## config.mk

```make
export PLATFORM = sky130hd
export DESIGN_NAME = llhr_ctrl
export DESIGN_NICKNAME = d
export VERILOG_FILES = /design/src/hw/rtl/llhr_pkg.sv /design/src/hw/rtl/llhr_ctrl.sv
export SDC_FILE = /design/constraint.sdc
export NUM_CORES = 1
export LEC_CHECK = 0
export CAP_MARGIN = 20
export CORE_MARGIN = 2
export CORE_UTILIZATION = 30
export DETAILED_ROUTE_END_ITERATION = 16
export DONT_BUFFER_PORTS = 1
export PLACE_DENSITY = 0.52
export RECOVER_POWER = 25
export SYNTH_ARGS = -nofsm -noshare
export SYNTH_HDL_FRONTEND = slang
export SYNTH_SLANG_ARGS = --single-unit
```

## constraint.sdc

```tcl
create_clock -name i_clk -period 2.43 [get_ports i_clk]
set_input_delay 0.486 -clock i_clk [delete_from_list [all_inputs] [get_ports i_clk]]
set_output_delay 0.486 -clock i_clk [all_outputs]
set_load 0.005 [all_outputs]
```

## src/hw/rtl/llhr_pkg.sv

```systemverilog
// ----------------------------------------------------------------------------
// llhr_pkg
// shared types, codes and constants of the log-linear histogram recorder
// ----------------------------------------------------------------------------
package llhr_pkg;

    localparam int COUNTS_DEPTH = 4096;
    localparam int ADDR_W       = $clog2(COUNTS_DEPTH);
    localparam int PTR_W        = ADDR_W + 1;
    localparam int LEN_W        = 24;
    localparam int NUM_W        = 78;
    localparam int DIV_DIGIT_W  = 6;
    localparam int DIV_T_W      = 14 + DIV_DIGIT_W;
    localparam int DIV_STEPS    = NUM_W / DIV_DIGIT_W;
    localparam int DCNT_W       = $clog2(DIV_STEPS);

    localparam logic [62:0] HIGH_RESET   = 63'd4294967295;
    localparam logic [2:0]  DIGITS_RESET = 3'd2;
    localparam logic [13:0] PCT_MAX      = 14'd10000;
    localparam logic [13:0] PCT_DIV      = 14'd10000;
    localparam logic [12:0] PCT_ROUND    = 13'd5000;

    typedef enum logic [1:0] {
        OP_RECORD = 2'd0,
        OP_COUNT  = 2'd1,
        OP_PCTL   = 2'd2,
        OP_NOP    = 2'd3
    } t_op;

    typedef enum logic [1:0] {
        ST_OK    = 2'd0,
        ST_SHORT = 2'd1,
        ST_FALL  = 2'd2,
        ST_RSVD  = 2'd3
    } t_status;

    typedef enum logic [1:0] {
        CFG_HIGHEST = 2'd0,
        CFG_DIGITS  = 2'd1,
        CFG_SPARE2  = 2'd2,
        CFG_SPARE3  = 2'd3
    } t_cfg_idx;

    typedef struct packed {
        t_op         op;
        logic [62:0] sample_value;
        logic [31:0] increment;
        logic [15:0] percentile;
    } t_in_word;

    typedef struct packed {
        t_status     status;
        logic [63:0] bucket_count_out;
        logic [62:0] percentile_value;
        logic [63:0] total_out;
        logic [62:0] minimum_out;
        logic [62:0] maximum_out;
    } t_out_word;

    typedef struct packed {
        logic clr_step;
        logic cap_in;
        logic clamp;
        logic lzc;
        logic index;
        logic rd_idx;
        logic rmw;
        logic mul_lo;
        logic mul_hi;
        logic div_step;
        logic walk_start;
        logic walk_step;
        logic pval;
        logic walk_fail;
        logic load_out;
    } t_dp_cmd;

    typedef struct packed {
        logic clr_last;
        logic short_cfg;
        logic div_last;
        logic walk_hit;
        logic walk_end;
        logic out_free;
    } t_dp_sts;

    // sub-bucket half magnitude by digit count, out-of-range digits saturate
    function automatic logic [4:0] half_mag(input logic [2:0] digits);
        logic [4:0] hm;
        unique case (digits)
            3'd0, 3'd1: hm = 5'd4;
            3'd2:       hm = 5'd7;
            3'd3:       hm = 5'd10;
            3'd4:       hm = 5'd14;
            default:    hm = 5'd17;
        endcase
        return hm;
    endfunction

endpackage

```

## src/hw/rtl/llhr_ctrl.sv

```systemverilog
// ----------------------------------------------------------------------------
// llhr_ctrl
// sequencer of clear sweep, record, count and percentile operations
// ----------------------------------------------------------------------------
module llhr_ctrl (
    input  logic               i_clk,
    input  logic               i_rst_n,
    input  logic               i_cfg_hit,
    input  logic               i_in_valid,
    input  llhr_pkg::t_op      i_in_op,
    output logic               o_in_stall,
    input  llhr_pkg::t_dp_sts  i_sts,
    output llhr_pkg::t_dp_cmd  o_cmd
);

    typedef enum logic [3:0] {
        S_CLEAR,
        S_IDLE,
        S_CLAMP,
        S_LZC,
        S_INDEX,
        S_READ,
        S_RMW,
        S_MUL_LO,
        S_MUL_HI,
        S_DIV,
        S_WALK,
        S_PVAL,
        S_DONE
    } t_state;

    t_state r_state;
    logic   accept;

    assign o_in_stall = (r_state != S_IDLE);
    assign accept     = i_in_valid && !o_in_stall;

    always_comb begin
        o_cmd            = '0;
        o_cmd.clr_step   = (r_state == S_CLEAR);
        o_cmd.cap_in     = accept;
        o_cmd.clamp      = (r_state == S_CLAMP);
        o_cmd.lzc        = (r_state == S_LZC);
        o_cmd.index      = (r_state == S_INDEX);
        o_cmd.rd_idx     = (r_state == S_READ);
        o_cmd.rmw        = (r_state == S_RMW);
        o_cmd.mul_lo     = (r_state == S_MUL_LO);
        o_cmd.mul_hi     = (r_state == S_MUL_HI);
        o_cmd.div_step   = (r_state == S_DIV);
        o_cmd.walk_start = (r_state == S_DIV) && i_sts.div_last;
        o_cmd.walk_step  = (r_state == S_WALK);
        o_cmd.walk_fail  = (r_state == S_WALK) && !i_sts.walk_hit && i_sts.walk_end;
        o_cmd.pval       = (r_state == S_PVAL);
        o_cmd.load_out   = (r_state == S_DONE) && i_sts.out_free;
    end

    always_ff @(posedge i_clk) begin
        if (!i_rst_n) begin
            r_state <= S_CLEAR;
        end else if (i_cfg_hit) begin
            r_state <= S_CLEAR;
        end else begin
            unique case (r_state)
                S_CLEAR: begin
                    if (i_sts.clr_last) begin
                        r_state <= S_IDLE;
                    end
                end
                S_IDLE: begin
                    if (accept) begin
                        priority if (i_sts.short_cfg) begin
                            r_state <= S_DONE;
                        end else if (i_in_op == llhr_pkg::OP_RECORD
                                     || i_in_op == llhr_pkg::OP_COUNT) begin
                            r_state <= S_CLAMP;
                        end else if (i_in_op == llhr_pkg::OP_PCTL) begin
                            r_state <= S_MUL_LO;
                        end else begin
                            r_state <= S_DONE;
                        end
                    end
                end
                S_CLAMP:  r_state <= S_LZC;
                S_LZC:    r_state <= S_INDEX;
                S_INDEX:  r_state <= S_READ;
                S_READ:   r_state <= S_RMW;
                S_RMW:    r_state <= S_DONE;
                S_MUL_LO: r_state <= S_MUL_HI;
                S_MUL_HI: r_state <= S_DIV;
                S_DIV: begin
                    if (i_sts.div_last) begin
                        r_state <= S_WALK;
                    end
                end
                S_WALK: begin
                    priority if (i_sts.walk_hit) begin
                        r_state <= S_PVAL;
                    end else if (i_sts.walk_end) begin
                        r_state <= S_DONE;
                    end
                end
                S_PVAL:   r_state <= S_DONE;
                S_DONE: begin
                    if (i_sts.out_free) begin
                        r_state <= S_IDLE;
                    end
                end
                default:  r_state <= S_CLEAR;
            endcase
        end
    end

    a_cfg_clears: assert property (@(posedge i_clk) disable iff (!i_rst_n)
        i_cfg_hit |=> r_state == S_CLEAR)
        else $error("config write did not start clear sweep");
    a_accept_leaves_idle: assert property (@(posedge i_clk) disable iff (!i_rst_n)
        (accept && !i_cfg_hit) |=> r_state != S_IDLE)
        else $error("accepted word left controller idle");
    a_load_when_free: assert property (@(posedge i_clk) disable iff (!i_rst_n)
        o_cmd.load_out |-> i_sts.out_free)
        else $error("result loaded over waiting result");

endmodule

```

# After elaboration in Yosys (flattened, before gate mapping)
# Index checks and enable logic that the tools add are counted.
[word_totals]
ff_bits = 4
wordCells = 45
in_bits = 12
[classes]
bitwise = 1
n_eq_ne = 20
mux = 10
n_reduce_logical = 13
[op_table]
columns = ["operator", "n"]
rows = [
  ["4-bit one-hot mux with 12 select lines", 1],
  ["4-bit 2-to-1 mux", 9],
  ["4-bit equality test, second input constant", 5],
  ["4-bit by 3-bit equality test with 1-bit output, second input constant", 4],
  ["4-bit by 2-bit equality test with 1-bit output, second input constant", 2],
  ["2-bit != test, second input constant", 4],
  ["1-bit logical AND", 5],
  ["5-bit AND reduction", 1],
  ["4-bit by 1-bit equality test with 1-bit output, second input constant", 1],
  ["4-bit zero test", 1],
  ["4-bit by 1-bit != test with 1-bit output, second input constant", 1],
  ["2-bit OR reduction", 2],
  ["3-bit != test, second input constant", 1],
  ["2-bit by 1-bit equality test with 1-bit output, second input constant", 1],
  ["2-bit equality test, second input constant", 1],
  ["1-bit zero test", 2],
  ["2-bit zero test", 1],
  ["1-bit logical OR", 1],
  ["1-bit inverter", 1],
]

# Longest topological paths before layout
[depth]
ltp_word = 6
ltp_mapped = 7
depth_no_buf = 5

# Least setup slack after synthesis
# No wires, ideal clock.
[synth_timing]
kind = "register to output"
startpoint = "register r_state[0]"
endpoint = "output port o_cmd[13] (netlist name)"
arrival_time_ps = 1035
path_slack_ps = 909
path_buffers = 2
path_stages_with_launch = 6
cell_sequence = "dfxtp_1 buf_2 inv_1 nor2_1 and3_1 buf_4"
[synth_via]
elab_chain_cells = 3
[synth_rtl]
columns = ["item", "line", "source"]
rows = [
  ["start: declaration", "llhr_ctrl.sv:32", "t_state r_state;"],
  ["start signal: assignment", "llhr_ctrl.sv:59", "r_state <= S_CLEAR;"],
  ["start signal: assignment", "llhr_ctrl.sv:61", "r_state <= S_CLEAR;"],
  ["start signal: assignment", "llhr_ctrl.sv:66", "r_state <= S_IDLE;"],
  ["4-bit by 1-bit != test with 1-bit output", "llhr_ctrl.sv:35", "assign o_in_stall = (r_state != S_IDLE);"],
  ["1-bit zero test", "llhr_ctrl.sv:36", "assign accept = i_in_valid && !o_in_stall;"],
  ["1-bit logical AND", "llhr_ctrl.sv:36", ""],
  ["end: declaration", "llhr_ctrl.sv:13", "output llhr_pkg::t_dp_cmd o_cmd"],
]
# No other way between the ends.

==> results summary <==
The post-CTS repair timing setup buffer count is 0. The post-CTS clock slew at the launch and capture registers of the worst setup and hold paths came out at 40 ps. The worst register-to-register path begins at r_state[2]. The compound-gate portion of the synthesized area is 26.7%. The die outline height is 45.3 um. The initial core utilization is 32.8%. The number of warning messages in the yosys log is 0. The post-synthesis adder-cell area fraction is 0%.

After clock tree synthesis, the repair step resized 0 gates. The number of endpoints failing setup at the final stage came out at 0. The chip width came out at 45.3 um. The initial antenna violation count came out at 0.

The routed wirelength normalized by instance count is 14.6 um. The total number of vias came out at 510. Summed over its instances, the top area cell type makes up 15.6% of the synthesized netlist area. The count of port buffers added during placement is 0.

The power density over cell area is 376 nW/um^2. In this run the cell area of the synthesized design comes to 512 sq um. The overall overflow remaining after global route came out at 0. Using the TritonRoute via totals, the vias-per-cell ratio works out to 5.86. In the layout the commonest cells are 10 x nor2_1, 7 x nor3_1, 7 x inv_1. The number of antenna-violating nets in the routed design came out at 0. For the pin with the worst max-slew slack, the measured transition is 598 ps. Setup repair after global routing left no endpoint under its margin.

The area of the die came out at 2050 sq um. The worst register-to-register path ends at r_state[1]. The DRC marker count from the first detailed-route iteration is 8. The required time at the worst-slack endpoint is 1940 ps. The site row count came out at 14. The count of endpoints failing hold in the final timing report came out at 0. The synthesized flop and latch total is 4.

The overall power of the completed layout is 0.190 mW. The kind of path behind the tightest hold check is input pin to flip-flop. The part of the Yosys area used for sequential elements came out at 15.6%. The post-synthesis instance total is 74. Of all nets on the critical path, the largest fanout is 16.

Each instance of the synthesized netlist takes up on average 6.92 sq um. After Yosys synthesis, and, or, nand and nor cells account for 40.1% of the synthesized area. The number of clock sinks came out at 4. The number of cells on the worst reg-to-reg path came out at 5. The share of the core filled with cells came out at 32.3%. The maximum buffer depth of the clock tree is 2. The number of max-slew violations in the final report is 0. The final cycle utilization of the critical path is 84.2%. The endpoint of the most critical setup path is o_cmd[4]. The top achievable clock speed is 0.489 GHz. Sorting the synthesized cells by area gives the leading types as dfxtp_1 16%, nor2_1 7.3%, nor3_1 6.8%, a21oi_1 5.9%, inv_1 5.1%. The fraction of layout cells with a size suffix above 1 is 8.45%. The CTS H-tree depth came out at 1. The worst setup path is of the flip-flop to primary output kind.

The hold-fix buffer count after cts is 0. The antenna diode count came out at 0. The estimated wirelength of the detail-placed design is 939 um.

For this design the top-level I/O count stands at 28. The final worst clock skew came out at 2.63 ps. The number of flip-flops under the largest register name is 4.

The number of different library cells used by synthesis comes to 31. For this block, the routed nets add up to 1.27 mm of wire. The maximum resistive drop on vdd came out at 0.383 mV.

The via count of the first global-routing pass came to 437. In this run the static leakage power is 0.167 nW. The length of the first detailed-routing pass in iterations is 4. The worst setup path is captured at a primary output. The synthesized design spends more area on one cell type than any other, namely dfxtp_1. The first-pass GRT wire length came out at 1.94 mm. TritonCTS built the clock tree. The total CTS buffers came out at 3.

The insertion delay of the later-clocked pin in the worst-skew pair is 240 ps. The time the worst path needs with I/O delays and setup came out at 2050 ps. For this run, the post-layout net count is 85. The total routing resource utilization after global routing is 13.3%. The mux cell area share after synthesis is 3.91%. The synthesis-to-finish area growth came out at -1.47%. The weighted congestion reported at the end of routability-driven placement came out at 0.779. The area share of xor/xnor cells in the synthesized design came out at 0%.

Leaving out fill and tap cells, the most frequent cell in the layout is nor2_1. Measured against its own limit, the worst slew margin works out to 60.1%. The pin count of the biggest net entering global routing is 19. The core box area is 1560 sq um. After synthesis, the largest family of logic cells by area is simple AND/OR/NAND/NOR gates. The startpoint of the most critical setup path is r_state[0]. The residual DRC count came out at 0. The flow ran to the end, and the final reports show no timing, DRC or antenna violations. In this run the clock root is driven by a clkbuf_4.

The data arrival time of the critical path is 1560 ps. The flop-to-flop setup slack came out at 590 ps. The accumulated negative setup slack came out at 0 ps. The number of maximum-capacitance constraint violations came out at 0. The top register by number of flip-flops is r_state.

In the final layout, the registers with the most flip-flops are r_state: 4 flops. The net count after synthesis is 86. The kind of launch point of the worst setup path is a flip-flop.
worst min-delay path by stage:
stage / start / end / cells past startpoint
floorplan: r_state[3] / r_state[1] / 3
global placement: i_rst_n / r_state[0] / 2
detailed placement: i_rst_n / r_state[1] / 2
CTS: i_rst_n / r_state[1] / 2
global route: i_rst_n / r_state[0] / 2
finish: i_rst_n / r_state[1] / 2
critical path, cell delays in order, from the launching register on:
cell and delay, ps:
dfxtp_1 660, nand2b_1 200, nor2_1 280, and2_1 190
per-stage QoR:
stage / worst slack, ps / hold WS, ps / area [sq um] / instances
after floorplan: 909 / 671 / 512 / 74
after global placement: 586 / 720 / 488 / 84
after detailed placement: 590 / 719 / 488 / 84
after CTS: 390 / 468 / 510 / 87
after global routing: 251 / 470 / 504 / 87
final: 385 / 468 / 504 / 87
final cells by class:
class,instances,area [sq um]
fill,168,1050
multi-input combinational,57,355
sequential,4,80.1
inverter,7,26.3
clock buffer,3,22.5
tap,16,20.0
per-layer routing:
layer	vias up	share of wire (%)	track usage, %
met5	-	0	0
li1	261	-	-
met4	0	0	3.53
met1	220	47	17.7
met2	29	44	18.0
met3	0	9.4	7.60
power breakdown:
part	internal, mW	leakage [nW]	switching [mW]
Sequential	0.0678	0.0324	0.00757
Combinational	0.0153	0.120	0.0167
Clock	0.0552	0.0138	0.0271
Total	0.138	0.167	0.0513
synthesized netlist by cell type:
cell	number
nor3b_1	1
nand2_1	5
nand2b_1	3
o21ai_0	4
a2111oi_2	1
nor3_1	7
inv_1	7
and3_1	1
and3b_1	1
buf_6	1
a31oi_1	1
nand4bb_1	1
o21ai_2	1
o32ai_1	1
nor4b_1	1
nand3_1	1
nor4_1	1
o211ai_1	2
and4bb_1	1
or3_1	1
dfxtp_1	4
a31o_1	1
nor4bb_2	1
mux2i_1	2
nor2_1	10
and2_1	1
a21oi_1	6
a41oi_1	1
a311oi_2	1
buf_4	3
buf_2	2
cells by family (layout without fill, tap and decap cells):
family | count (synthesis) | after routing
AOI/OAI and AO/OA | 19 | 19
and+or+nand+nor | 36 | 36
muxes | 2 | 2
buffers and inverters | 13 | 10
DFF | 4 | 4
No activity file was read; power rests on OpenSTA's default activity.
